[config.mk]
export PLATFORM = sky130hd
export DESIGN_NAME = websocket_frame_deframer
export DESIGN_NICKNAME = d
export VERILOG_FILES = /design/src/wsd_pkg.sv /design/src/wsd_core.sv /design/src/wsd_out_reg.sv /design/src/websocket_frame_deframer.sv
export VERILOG_INCLUDE_DIRS = /design/src /design/src/src
export SDC_FILE = /design/constraint.sdc
export NUM_CORES = 1
export LEC_CHECK = 0
export ABC_AREA = 1
export BUFFER_PORTS_ARGS = -buffer_cell sky130_fd_sc_hd__buf_2
export CELL_PAD_IN_SITES_DETAIL_PLACEMENT = 0
export CELL_PAD_IN_SITES_GLOBAL_PLACEMENT = 2
export CORE_MARGIN = 4
export CORE_UTILIZATION = 33
export CTS_BUF_LIST = sky130_fd_sc_hd__clkbuf_4
export CTS_CLUSTER_DIAMETER = 40
export CTS_CLUSTER_SIZE = 14
export DETAILED_ROUTE_END_ITERATION = 8
export PLACE_DENSITY = 0.82
export RECOVER_POWER = 50
export SLEW_MARGIN = 20
export SYNTH_ARGS = -nofsm -noshare
export SYNTH_HDL_FRONTEND = slang
export SYNTH_HIERARCHICAL = 1
export SYNTH_SLANG_ARGS = --single-unit
export TNS_END_PERCENT = 5
[constraint.sdc]
create_clock -name clk -period 5.6 [get_ports clk]
set_input_delay 0.56 -clock clk [delete_from_list [all_inputs] [get_ports clk]]
set_output_delay 0.56 -clock clk [all_outputs]
set_load 0.01 [all_outputs]
[src/websocket_frame_deframer_assert.svh]
// assertion macros for the deframer; only wsd_core includes them
// expects signals named clk and rst in the scope of each use
`ifndef WEBSOCKET_FRAME_DEFRAMER_ASSERT_SVH
`define WEBSOCKET_FRAME_DEFRAMER_ASSERT_SVH
`ifndef ASSERT_OFF
`define WSD_ASSERT_IMPL(name, ante, cons, msg) \
  name: assert property (@(posedge clk) disable iff (rst) (ante) |-> (cons)) \
    else $error(msg);
`define WSD_ASSERT_NEXT(name, ante, cons, msg) \
  name: assert property (@(posedge clk) disable iff (rst) (ante) |=> (cons)) \
    else $error(msg);
`else
`define WSD_ASSERT_IMPL(name, ante, cons, msg)
`define WSD_ASSERT_NEXT(name, ante, cons, msg)
`endif
`endif

[src/wsd_pkg.sv]
// shared types and constants of the websocket frame deframer
// no dependencies
package wsd_pkg;

  localparam int DATA_W = 8;
  localparam int OP_W = 4;
  localparam int EV_W = 3;
  localparam int FLEN_W = 21;
  localparam int MCAP_W = 13;
  localparam int LACC_W = 24;
  localparam int HCNT_W = 4;
  localparam int CFG_IDX_W = 1;

  localparam logic [OP_W-1:0] OP_CLOSE = 4'h8;
  localparam logic [OP_W-1:0] OP_PONG = 4'hA;

  localparam logic [6:0] LEN_CODE_16 = 7'd126;
  localparam logic [6:0] LEN_CODE_64 = 7'd127;
  localparam logic [FLEN_W-1:0] CTRL_MAX_LEN = 21'd125;

  localparam logic [EV_W-1:0] EV_BYTE = 3'd0;
  localparam logic [EV_W-1:0] EV_EMPTY = 3'd1;
  localparam logic [EV_W-1:0] EV_PONG = 3'd2;
  localparam logic [EV_W-1:0] EV_CLOSE = 3'd3;
  localparam logic [EV_W-1:0] EV_ERROR = 3'd4;

  localparam logic [CFG_IDX_W-1:0] REG_MAX_FRAME = 1'b0;
  localparam logic [CFG_IDX_W-1:0] REG_MSG_CAP = 1'b1;

  localparam logic [FLEN_W-1:0] MAX_FRAME_RST = 21'd1048576;
  localparam logic [MCAP_W-1:0] MSG_CAP_RST = 13'd4096;

  typedef struct packed {
    logic [EV_W-1:0] ev;
    logic [DATA_W-1:0] payload;
    logic [OP_W-1:0] opcode;
    logic ctl;
    logic fe;
    logic me;
  } res_t;

endpackage

[src/wsd_core.sv]
// frame state and per-byte decode: header gathering, length checks,
// unmasking and message tracking; uses wsd_pkg and the assertion header
`include "websocket_frame_deframer_assert.svh"

module wsd_core (
  input  logic                            clk,
  input  logic                            rst,
  input  logic                            step,
  input  logic [wsd_pkg::DATA_W-1:0]      data,
  input  logic [wsd_pkg::FLEN_W-1:0]      max_frame_len,
  input  logic [wsd_pkg::MCAP_W-1:0]      msg_cap,
  output logic                            res_gen,
  output wsd_pkg::res_t                   res
);

  // control state
  logic [wsd_pkg::HCNT_W-1:0] hcount, hcount_next;
  logic                       hdr_done, hdr_done_next;
  logic [wsd_pkg::FLEN_W-1:0] frag, frag_next;
  logic [wsd_pkg::MCAP_W-1:0] msg_cnt, msg_cnt_next;
  logic                       msg_open, msg_open_next;
  logic [wsd_pkg::OP_W-1:0]   msg_op, msg_op_next;
  logic                       closed, closed_next;

  // header payload registers
  logic [wsd_pkg::OP_W-1:0]   op, op_next;
  logic                       fin, fin_next;
  logic                       mask, mask_next;
  logic [6:0]                 code, code_next;
  logic [wsd_pkg::LACC_W-1:0] len_acc, len_acc_next;
  logic                       ovf, ovf_next;
  logic [wsd_pkg::DATA_W-1:0] key [4];
  logic [wsd_pkg::DATA_W-1:0] key_next [4];

  logic [6:0]                 cur_code;
  logic                       cur_mask;
  logic [wsd_pkg::HCNT_W-1:0] base, need, hcount_inc, kofs;
  logic [1:0]                 kidx;
  logic [wsd_pkg::FLEN_W-1:0] len_new;
  logic                       big, oversize, ctl_big, zero;
  logic [wsd_pkg::FLEN_W:0]   frag_inc;
  logic                       pl_fe;
  logic [wsd_pkg::MCAP_W:0]   msg_inc;
  logic [wsd_pkg::OP_W-1:0]   mop;

  function automatic wsd_pkg::res_t err_res(input logic [wsd_pkg::OP_W-1:0] o);
    wsd_pkg::res_t r;
    r = '0;
    r.ev = wsd_pkg::EV_ERROR;
    r.opcode = o;
    r.ctl = o[3];
    return r;
  endfunction

  assign cur_code = (hcount == 4'd1) ? data[6:0] : code;
  assign cur_mask = (hcount == 4'd1) ? data[7] : mask;

  always_comb begin
    if (cur_code == wsd_pkg::LEN_CODE_16) begin
      base = 4'd4;
    end else if (cur_code == wsd_pkg::LEN_CODE_64) begin
      base = 4'd10;
    end else begin
      base = 4'd2;
    end
  end

  assign need = base + (cur_mask ? 4'd4 : 4'd0);
  assign hcount_inc = hcount + 4'd1;
  assign kofs = hcount - base;
  assign kidx = kofs[1:0];

  // length as it stands once the current header byte is in
  assign len_new = len_acc_next[wsd_pkg::FLEN_W-1:0];
  assign big = ovf_next | (|len_acc_next[wsd_pkg::LACC_W-1:wsd_pkg::FLEN_W]);
  assign oversize = big | (len_new > max_frame_len);
  assign ctl_big = big | (len_new > wsd_pkg::CTRL_MAX_LEN);
  assign zero = !big && (len_new == '0);

  assign frag_inc = {1'b0, frag} + 22'd1;
  assign pl_fe = frag_inc >= {1'b0, len_acc[wsd_pkg::FLEN_W-1:0]};
  assign msg_inc = {1'b0, msg_cnt} + 14'd1;
  assign mop = msg_open ? msg_op : op;

  always_comb begin
    hcount_next = hcount;
    hdr_done_next = hdr_done;
    frag_next = frag;
    msg_cnt_next = msg_cnt;
    msg_open_next = msg_open;
    msg_op_next = msg_op;
    closed_next = closed;
    op_next = op;
    fin_next = fin;
    mask_next = mask;
    code_next = code;
    len_acc_next = len_acc;
    ovf_next = ovf;
    key_next = key;
    res_gen = 1'b0;
    res = '0;

    if (step && !closed) begin
      if (!hdr_done) begin
        hcount_next = hcount_inc;
        if (hcount == 4'd0) begin
          op_next = data[3:0];
          fin_next = data[7];
        end else if (hcount == 4'd1) begin
          mask_next = data[7];
          code_next = data[6:0];
          ovf_next = 1'b0;
          len_acc_next = (data[6:0] < wsd_pkg::LEN_CODE_16) ? {17'd0, data[6:0]} : '0;
        end else if (hcount < base) begin
          // extended length, big endian; anything pushed out the top is sticky
          ovf_next = ovf | (|len_acc[wsd_pkg::LACC_W-1:16]);
          len_acc_next = {len_acc[15:0], data};
        end else begin
          key_next[kidx] = data;
        end

        if (hcount != 4'd0 && hcount_inc == need) begin
          res_gen = 1'b1;
          if (oversize) begin
            closed_next = 1'b1;
            res = err_res(op);
          end else if (op[3]) begin
            if (!fin || ctl_big) begin
              closed_next = 1'b1;
              res = err_res(op);
            end else if (op == wsd_pkg::OP_CLOSE) begin
              closed_next = 1'b1;
              res.ev = wsd_pkg::EV_CLOSE;
              res.opcode = wsd_pkg::OP_CLOSE;
              res.ctl = 1'b1;
            end else if (zero) begin
              hcount_next = '0;
              frag_next = '0;
              res.ev = (op == wsd_pkg::OP_PONG) ? wsd_pkg::EV_PONG : wsd_pkg::EV_EMPTY;
              res.opcode = op;
              res.ctl = 1'b1;
              res.fe = 1'b1;
              res.me = 1'b1;
            end else begin
              res_gen = 1'b0;
              hdr_done_next = 1'b1;
            end
          end else begin
            if (!msg_open) begin
              msg_open_next = 1'b1;
              msg_op_next = op;
              msg_cnt_next = '0;
            end
            if (zero) begin
              hcount_next = '0;
              frag_next = '0;
              if (fin) begin
                msg_open_next = 1'b0;
                msg_cnt_next = '0;
              end
              res.ev = wsd_pkg::EV_EMPTY;
              res.opcode = mop;
              res.fe = 1'b1;
              res.me = fin;
            end else begin
              res_gen = 1'b0;
              hdr_done_next = 1'b1;
            end
          end
        end
      end else begin
        if (op == wsd_pkg::OP_PONG) begin
          // pong payload is swallowed, one report at its end
          frag_next = frag_inc[wsd_pkg::FLEN_W-1:0];
          if (pl_fe) begin
            hcount_next = '0;
            frag_next = '0;
            hdr_done_next = 1'b0;
            res_gen = 1'b1;
            res.ev = wsd_pkg::EV_PONG;
            res.opcode = wsd_pkg::OP_PONG;
            res.ctl = 1'b1;
            res.fe = 1'b1;
            res.me = 1'b1;
          end
        end else if (!op[3] && (msg_inc > {1'b0, msg_cap})) begin
          res_gen = 1'b1;
          closed_next = 1'b1;
          res = err_res(op);
        end else begin
          if (!op[3]) begin
            msg_cnt_next = msg_inc[wsd_pkg::MCAP_W-1:0];
          end
          frag_next = frag_inc[wsd_pkg::FLEN_W-1:0];
          res_gen = 1'b1;
          res.ev = wsd_pkg::EV_BYTE;
          res.payload = data ^ (mask ? key[frag[1:0]] : 8'h00);
          res.opcode = op[3] ? op : msg_op;
          res.ctl = op[3];
          res.fe = pl_fe;
          res.me = pl_fe & fin;
          if (pl_fe) begin
            hcount_next = '0;
            frag_next = '0;
            hdr_done_next = 1'b0;
            if (!op[3] && fin) begin
              msg_open_next = 1'b0;
              msg_cnt_next = '0;
            end
          end
        end
      end
    end
  end

  always_ff @(posedge clk) begin
    if (rst) begin
      hcount <= '0;
      hdr_done <= 1'b0;
      frag <= '0;
      msg_cnt <= '0;
      msg_open <= 1'b0;
      msg_op <= '0;
      closed <= 1'b0;
    end else begin
      hcount <= hcount_next;
      hdr_done <= hdr_done_next;
      frag <= frag_next;
      msg_cnt <= msg_cnt_next;
      msg_open <= msg_open_next;
      msg_op <= msg_op_next;
      closed <= closed_next;
    end
  end

  always_ff @(posedge clk) begin
    op <= op_next;
    fin <= fin_next;
    mask <= mask_next;
    code <= code_next;
    len_acc <= len_acc_next;
    ovf <= ovf_next;
    key <= key_next;
  end

  `WSD_ASSERT_NEXT(a_closed_sticky, closed, closed, "closed state left without reset")
  `WSD_ASSERT_NEXT(a_error_closes,
    step && res_gen && (res.ev == wsd_pkg::EV_ERROR || res.ev == wsd_pkg::EV_CLOSE),
    closed, "error or close did not close the block")
  `WSD_ASSERT_IMPL(a_frag_in_frame, hdr_done,
    frag < len_acc[wsd_pkg::FLEN_W-1:0], "payload count ran past frame length")
  `WSD_ASSERT_NEXT(a_frame_end_clears, step && res_gen && res.fe,
    frag == '0 && hcount == '0 && !hdr_done, "frame end did not clear frame state")

endmodule

[src/wsd_out_reg.sv]
// result register that parts the decode stage from the receiver
// uses wsd_pkg for the result type
module wsd_out_reg (
  input  logic          clk,
  input  logic          rst,
  input  logic          res_valid,
  input  wsd_pkg::res_t res,
  input  logic          result_ready,
  output logic          adv,
  output logic          result_valid,
  output wsd_pkg::res_t out_res
);

  // the stage ahead may move when this register is empty or being drained
  assign adv = !result_valid || result_ready;

  always_ff @(posedge clk) begin
    if (rst) begin
      result_valid <= 1'b0;
    end else if (adv) begin
      result_valid <= res_valid;
    end
  end

  always_ff @(posedge clk) begin
    if (adv && res_valid) begin
      out_res <= res;
    end
  end

endmodule

[src/websocket_frame_deframer.sv]
// websocket frame deframer: byte stream in, unmasked payload and events out
// top level; uses wsd_pkg, wsd_core and wsd_out_reg
//
// data channel: one stream byte per transfer on data_valid / data_ready.
// result channel: at most one result per byte on result_valid / result_ready,
// carrying event_res, payload, opcode, is_control, frame_end, message_end.
// cfg channel: cfg_index selects max_frame_length (0) or message_capacity (1),
// always ready; write only while the block is idle.
// path: a byte taken in passes the input register and decode, and its result,
// if any, is then held in the result register that drives result_valid.
// throughput: one byte per cycle unless stalled; the input register and the
// result register each hold one item, and decode is a single pass between
// them. a stalled receiver holds the result register; one more byte can sit
// in the input register, then data_ready drops until the result is taken.
// reset clears frame and message state, the closed flag and both registers,
// and loads max_frame_length 1048576 and message_capacity 4096.
// after a close frame or a protocol error no further results appear until
// reset.
module websocket_frame_deframer (
  input  logic                         clk,
  input  logic                         rst,
  input  logic                         data_valid,
  output logic                         data_ready,
  input  logic [wsd_pkg::DATA_W-1:0]   data_byte,
  input  logic                         cfg_valid,
  output logic                         cfg_ready,
  input  logic [wsd_pkg::CFG_IDX_W-1:0] cfg_index,
  input  logic [wsd_pkg::FLEN_W-1:0]   cfg_data,
  output logic                         result_valid,
  input  logic                         result_ready,
  output logic [wsd_pkg::EV_W-1:0]     event_res,
  output logic [wsd_pkg::DATA_W-1:0]   payload,
  output logic [wsd_pkg::OP_W-1:0]     opcode,
  output logic                         is_control,
  output logic                         frame_end,
  output logic                         message_end
);

  logic [wsd_pkg::FLEN_W-1:0] max_frame_len;
  logic [wsd_pkg::MCAP_W-1:0] msg_cap;
  logic                       in_valid;
  logic [wsd_pkg::DATA_W-1:0] in_byte;
  logic                       adv;
  logic                       step;
  logic                       res_gen;
  wsd_pkg::res_t              res;
  wsd_pkg::res_t              out_res;

  assign cfg_ready = 1'b1;

  always_ff @(posedge clk) begin
    if (rst) begin
      max_frame_len <= wsd_pkg::MAX_FRAME_RST;
      msg_cap <= wsd_pkg::MSG_CAP_RST;
    end else if (cfg_valid && cfg_ready) begin
      unique case (cfg_index)
        wsd_pkg::REG_MAX_FRAME: max_frame_len <= cfg_data;
        wsd_pkg::REG_MSG_CAP:   msg_cap <= cfg_data[wsd_pkg::MCAP_W-1:0];
        default: ;
      endcase
    end
  end

  // input register
  assign step = in_valid && adv;
  assign data_ready = !in_valid || adv;

  always_ff @(posedge clk) begin
    if (rst) begin
      in_valid <= 1'b0;
    end else if (data_ready) begin
      in_valid <= data_valid;
    end
  end

  always_ff @(posedge clk) begin
    if (data_valid && data_ready) begin
      in_byte <= data_byte;
    end
  end

  wsd_core u_core (
    .clk           (clk),
    .rst           (rst),
    .step          (step),
    .data          (in_byte),
    .max_frame_len (max_frame_len),
    .msg_cap       (msg_cap),
    .res_gen       (res_gen),
    .res           (res)
  );

  wsd_out_reg u_out (
    .clk          (clk),
    .rst          (rst),
    .res_valid    (step && res_gen),
    .res          (res),
    .result_ready (result_ready),
    .adv          (adv),
    .result_valid (result_valid),
    .out_res      (out_res)
  );

  assign event_res = out_res.ev;
  assign payload = out_res.payload;
  assign opcode = out_res.opcode;
  assign is_control = out_res.ctl;
  assign frame_end = out_res.fe;
  assign message_end = out_res.me;

endmodule
Word-level counts from Yosys, hierarchy flattened
Index checks and enable logic that the tools add are counted.
{"block": "totals", "regBits": 177, "inputBits": 35, "output_inout_bits": 21}
{"block": "op_classes", "n_addsub": 5, "n_lt_le_gt_ge": 9, "eq_ne": 16, "mux": 119, "bitwise_logic": 15, "reduce_logical": 38}
{"cell": "21-bit 2-to-1 mux", "n": 10}
{"cell": "13-bit 2-to-1 mux", "n": 12}
{"cell": "24-bit 2-to-1 mux", "n": 5}
{"cell": "18-bit 2-to-1 mux", "n": 4}
{"cell": "4-bit 2-to-1 mux", "n": 16}
{"cell": "1-bit 2-to-1 mux", "n": 46}
{"cell": "7-bit 2-to-1 mux", "n": 6}
{"cell": "8-bit 2-to-1 mux", "n": 5}
{"cell": "32-bit bitwise mux", "n": 1}
{"cell": "21-bit by 1-bit adder with 22-bit output, second input constant", "n": 1}
{"cell": "22-bit by 21-bit >= comparator with 1-bit output", "n": 1}
{"cell": "21-bit > comparator", "n": 1}
{"cell": "21-bit by 7-bit > comparator with 1-bit output, second input constant", "n": 1}
{"cell": "21-bit logical NOT", "n": 1}
{"cell": "3-bit 2-to-1 mux", "n": 6}
{"cell": "6-bit AND reduction", "n": 3}
{"cell": "8-bit binary-select mux with 2-bit select", "n": 1}
{"cell": "8-bit demux with 2-bit select", "n": 1}
{"cell": "13-bit by 1-bit adder with 14-bit output, second input constant", "n": 1}
{"cell": "7-bit == test, second input constant", "n": 2}
{"cell": "14-bit by 13-bit > comparator with 1-bit output", "n": 1}
{"cell": "1-bit logical AND", "n": 10}
{"cell": "2-bit 2-to-1 mux", "n": 5}
{"cell": "2-bit inequality test, second input constant", "n": 5}
{"cell": "31 further kinds", "n": 57}

Longest topological paths before layout
{"block": "depth", "ltp_word": 25, "mapped_depth": 37, "ltp_nobuf": 34}

Modules after synthesis
The synthesis kept the hierarchy.
{"mod": "wsd_core", "instances": 1, "cells_per_inst": 1250, "area_each_um2": 8341.8, "seq_area_each_um2": 2752.6}
{"mod": "websocket_frame_deframer", "instances": 1, "cells_per_inst": 213, "area_each_um2": 1649.1, "seq_area_each_um2": 940.9}
{"mod": "wsd_out_reg", "instances": 1, "cells_per_inst": 24, "area_each_um2": 588.1, "seq_area_each_um2": 560.5}

Least setup slack after synthesis
Ideal clock, no wire load.
{"block": "synth_timing", "path_type": "reg-to-reg", "from": "reg u_core/hcount[1] (netlist bit)", "to": "reg u_out/out_res[0] (netlist name)", "setup_ns": 0.399, "arrival_time_ns": 4.803, "t_required_ns": 5.201, "slack_ns": 0.398, "path_stages_with_launch": 35, "path_buffers": 2, "cell_sequence": "dfxtp_1 > inv_1 > ha_1 > nand2_4 > buf_8 > nand2_1 > o21ai_1 > nand2_1 > nor2_4 > nand2_1 > ha_1 > a21oi_1 > nand2_1 > nand2_4 > buf_2 > nand3_1 > o21ai_2 > inv_1 > ha_1 > nand2_1 > nor2_1 > nand2_1 > nor3_1 > o21ai_0 > nand3_1 > nand2_1 > nand2_2 > inv_2 > nand3_1 > o21ai_0 > inv_1 > inv_1 > nor2_1 > inv_1 > a21oi_1"}
{"block": "synth_between", "word_cells_on_any_way": 45, "cone_classes": "add/sub: 2; order compare: 3; eq/ne: 4; mux: 23; bitwise: 3; reduce/logical: 10"}
{"element": "start: declaration", "line_no": "wsd_core.sv:17", "text": "logic [wsd_pkg::HCNT_W-1:0] hcount, hcount_next;"}
{"element": "start signal: assignment", "line_no": "wsd_core.sv:226", "text": "hcount <= hcount_next;"}
{"element": "4-bit by 1-bit == test with 1-bit output *", "line_no": "wsd_core.sv:55", "text": "assign cur_code = (hcount == 4'd1) ? data[6:0] : code;"}
{"element": "7-bit 2-to-1 mux *", "line_no": "wsd_core.sv:55"}
{"element": "net u_core.cur_code[5]", "line_no": "wsd_core.sv:35", "text": "logic [6:0] cur_code;"}
{"element": "7-bit == test", "line_no": "wsd_core.sv:61", "text": "end else if (cur_code == wsd_pkg::LEN_CODE_64) begin"}
{"element": "4-bit 2-to-1 mux", "line_no": "wsd_core.sv:61"}
{"element": "4-bit 2-to-1 mux *", "line_no": "wsd_core.sv:59", "text": "if (cur_code == wsd_pkg::LEN_CODE_16) begin"}
{"element": "4-bit < comparator *", "line_no": "wsd_core.sv:114", "text": "end else if (hcount < base) begin"}
{"element": "24-bit 2-to-1 mux *", "line_no": "wsd_core.sv:114"}
{"element": "[4 not listed]"}
{"element": "net u_core.len_acc_next, one bit", "line_no": "wsd_core.sv:30", "text": "logic [wsd_pkg::LACC_W-1:0] len_acc, len_acc_next;"}
{"element": "parallel branches: the longest is 6 deep, another holds 21-bit by 7-bit > comparator with 1-bit output"}
{"element": "1-bit 2-to-1 mux *", "line_no": "wsd_core.sv:124", "text": "if (oversize) begin"}
{"element": "1-bit 2-to-1 mux *", "line_no": "wsd_core.sv:122", "text": "if (hcount != 4'd0 && hcount_inc == need) begin"}
{"element": "1-bit 2-to-1 mux *", "line_no": "wsd_core.sv:104", "text": "if (!hdr_done) begin"}
{"element": "1-bit 2-to-1 mux *", "line_no": "wsd_core.sv:103", "text": "if (step && !closed) begin"}
{"element": "net res_gen", "line_no": "websocket_frame_deframer.sv:45", "text": "logic res_gen;"}
{"element": "1-bit logical AND *", "line_no": "websocket_frame_deframer.sv:96", "text": ".res_valid (step && res_gen),"}
{"element": "1-bit logical AND *", "line_no": "wsd_out_reg.sv:26", "text": "if (adv && res_valid) begin"}
Mark *: on every way through the listed nets, which the timed path passes.
A chain may end at the register's enable or synchronous reset.

Worst setup path in the final report
{"block": "layout_timing", "from": "reg u_core/hcount[1] (netlist bit)", "to": "reg u_out/out_res[14] (netlist name)"}
{"block": "layout_between", "word_cells_on_any_way": 45, "cone_classes": "add/sub: 2; order compare: 3; eq/ne: 4; mux: 23; bitwise: 3; reduce/logical: 10"}
{"element": "4-bit by 1-bit == test with 1-bit output *", "line_no": "wsd_core.sv:55"}
{"element": "7-bit 2-to-1 mux *", "line_no": "wsd_core.sv:55"}
{"element": "net u_core.cur_code[1]", "line_no": "wsd_core.sv:35"}
{"element": "7-bit == test", "line_no": "wsd_core.sv:61"}
{"element": "4-bit 2-to-1 mux", "line_no": "wsd_core.sv:61"}
{"element": "4-bit 2-to-1 mux *", "line_no": "wsd_core.sv:59"}
{"element": "4-bit < comparator *", "line_no": "wsd_core.sv:114"}
{"element": "24-bit 2-to-1 mux *", "line_no": "wsd_core.sv:114"}
{"element": "[4 not listed]"}
{"element": "net u_core.len_acc_next, one bit", "line_no": "wsd_core.sv:30"}
{"element": "parallel branches: the longest is 6 deep, another holds 21-bit by 7-bit > comparator with 1-bit output"}
{"element": "1-bit 2-to-1 mux *", "line_no": "wsd_core.sv:124"}
{"element": "1-bit 2-to-1 mux *", "line_no": "wsd_core.sv:122"}
{"element": "1-bit 2-to-1 mux *", "line_no": "wsd_core.sv:104"}
{"element": "1-bit 2-to-1 mux *", "line_no": "wsd_core.sv:103"}
{"element": "net res_gen", "line_no": "websocket_frame_deframer.sv:45"}
{"element": "1-bit logical AND *", "line_no": "websocket_frame_deframer.sv:96"}
{"element": "1-bit logical AND *", "line_no": "wsd_out_reg.sv:26"}
Marked as above.

==> qor.yml <==
dieArea_sq_mm: 0.0350
grt_pass1_vias: 8868
clock_path_buffers: 2
slew_headroom_pct: 18.0
fin_nets: 1633
cp-startpoint: "u_core/hcount[1]"
syn_avg_cell_area_sq_um: 7.11
rr_endpoint: "u_out/out_res[14]"
wl_mm: 29.5
cap_violations: 0
yosys_most_used_dff: "dfxtp_1"
fin_worst_skew_ns: 0.0271
syn-num-nets: 1585
rr_startpoint: "u_core/hcount[1]"
start_kind: "flip-flop"
period_needed_ns: 5.06
clockRootBuffer: "clkbuf_4"
endpoint_kind: "flip-flop"
synth_edf_count: 71
post-dp-hpwl_mm: 22.2
overflow: 0
cp_common_cell: "nand2_1"
fin_setup_tns_ns: 0
pin_count: 56
grt_max_degree: 43
rsz0062_at_grt: "no"
globalplace.congestion: 0.870
synthCells: 1487
cp_slowest_stage_delay_ns: 0.38
rr_worst_depth: 32
path_max_fanout: 18
numPortBuffers: 54
ys_warn_count: 6
cp_slowest_cell: "dfxtp_2"
setup_viol: 0
grt_usage_pct: 16.8
rrSetupSlack_ns: 0.54
finalCritPeriodShare_pct: 90.4
drive_gt1_share_pct: 7.88
netlist_area_sq_mm: 0.0106
chipWidth_um: 187
wl_per_cell_um: 15.1
worstPathArrival_ns: 5.39
syn_to_final_growth_pct: 9.12
drtIter0Drc: 576
routed-via-count: 9192
worst_slew_pin_slew_ns: 1.23
hp-start: "data_byte[7]"
finalHoldViolCount: 0
cts-resized-gates: 0
p_per_area_mw_per_mm2: 272
maxSlewViolCount: 0
async_reset_ff_share_pct: 0
synth_seq_area_share_pct: 40.2
initial_core_util_pct: 33.5
status: "completed"
core_sq_mm: 0.0316
required_ns: 5.93
hold_buffers: 0
cts_num_sinks: 177
leakage_nw: 5.29
drt.antenna.violating_nets: 0
synth-seq-cells: 177
grt_antenna_before_repair: 1
timing.fmax_mhz: 197
irDropWorstVdd_uv: 127
drtPass1Iterations: 5
row_count: 65
drc_errors: 0
grt_pass1_wl_mm: 47.5
worstSetupPathType: "flip-flop to flip-flop"
min_path_type: "primary input to flip-flop"
tritoncts: "yes"
postCtsSetupBuffers: 0
clkLatencyLatePin_ns: 0.61
die_h_um: 187
cts_buffers: 17
synth_cell_type_count: 40
crit_end: "u_out/out_res[14]"
post_drt_via_cell_ratio: 4.71
fin_util_pct: 36.6
htreeDepth: 4
cts.clk_slew.worst_paths_ns: 0.19
-- sequential cells by signal, summed over array words and instances (netlist names) --
| register | count |
|---|---|
| u_core/msg_op | 4 |
| u_core/fin | 1 |
| u_core/frag | 21 |
| u_core/code | 7 |
| u_core/msg_open | 1 |
| u_core/op | 4 |
| in_valid | 1 |
| in_byte | 8 |
| u_core/closed | 1 |
| u_core/key | 32 |
| max_frame_len | 21 |
| u_out/result_valid | 1 |
| u_core/mask | 1 |
| u_core/hcount | 4 |
| u_core/len_acc | 24 |
| msg_cap | 13 |
| u_out/out_res | 18 |
| u_core/msg_cnt | 13 |
| u_core/hdr_done | 1 |
| u_core/ovf | 1 |
-- critical path, delay by kind of cell (launching register included) --
family          cells  cell delay, ns
simple gates       17            2.06
flops               1            0.38
fa+ha+maj           3            0.87
compound gates      5            0.81
buf+inv             7            0.63
-- cells by family after synthesis --
| group | share of synthesized area [%] |
|---|---|
| XOR/XNOR | 2.81 |
| buffers and inverters | 10.2 |
| flip-flops | 40.2 |
| AND/OR/NAND/NOR | 32.5 |
| adder cells (fa/ha/maj) | 7.45 |
| other | 0.0354 |
| AO/OA/AOI/OAI | 6.65 |
| multiplexers | 0.0946 |
-- synth_stat cells, types with 6 or more instances --
master    number  area (sq um)
nor3_1        28           140
nand2_1      390          1460
o21ai_1        8          40.0
nand3_1      109           546
clkbuf_1      14          52.6
ha_1          63           788
buf_4          6          45.0
buf_6          6          67.6
o21ai_0       57           285
xor2_1        29           254
buf_2         15          75.1
nand2_2        7          43.8
edfxtp_1      71          2130
nor2_1       245           920
a21oi_1       44           220
dfxtp_1      106          2120
inv_1        209           785
o32ai_1        8          70.1
nand4_1       19           119
-- metal layers --
layer	GRT usage (%)	vias to the layer above	wire, um
met5	0	-	0
met1	23.6	4221	14700
met3	2.71	21	838
met2	27.3	126	13400
li1	-	4824	-
met4	4.18	0	480
-- worst min-delay path by stage --
| stage | end | cells past startpoint |
|---|---|---|
| floorplan | u_core/msg_op[3] | 2 |
| global placement | u_core/msg_op[3] | 2 |
| detailed placement | u_core/msg_op[3] | 2 |
| CTS | in_byte[7] | 1 |
| global route | in_byte[4] | 1 |
| finish | in_byte[7] | 1 |
-- metrics by stage --
stage | instance area [sq um] | power, mW | instances | hold WS [ns] | worst slack (ns)
2_1_floorplan | 10600 | 2.16 | 1487 | 0.435 | 0.398
3_3_place_gp | 11300 | 2.42 | 1916 | 0.455 | 0.577
3_5_place_dp | 11300 | 2.43 | 1916 | 0.458 | 0.468
4_1_cts | 11500 | 3.18 | 1948 | 0.0723 | 0.396
5_1_grt | 11500 | 3.39 | 1951 | 0.0682 | 0.0197
6_report | 11500 | 3.14 | 1951 | 0.124 | 0.536
-- cell usage in the layout (no fill, tap or decap), types with 6 or more instances in the layout --
master	n
o32ai_1	8
nor3_1	28
nand2_1	389
o21ai_0	57
dfxtp_1	104
edfxtp_1	71
ha_1	62
a21oi_1	42
nand3_1	109
buf_4	12
nand4_1	19
clkbuf_1	27
nand2_2	8
o21ai_1	6
inv_1	209
clkbuf_4	17
buf_2	33
xor2_1	29
nor2_1	245
-- power by group --
| part | internal, mW | leakage, nW | switching [mW] |
|---|---|---|---|
| combinational | 0.276 | 3.63 | 0.566 |
| clock | 0.205 | 0.153 | 0.539 |
| sequential | 1.46 | 1.50 | 0.0975 |
-- cell type report --
cell class,instances,area [sq um]
fillers,3503,20000
multi-input cells,1050,5300
flip-flops and latches,177,4260
inverters,215,807
well taps,402,503
repair buffers,74,397
clock inverters,15,154
clock buffers,17,128
diodes,1,2.50
(Power assumes the default switching activity.)
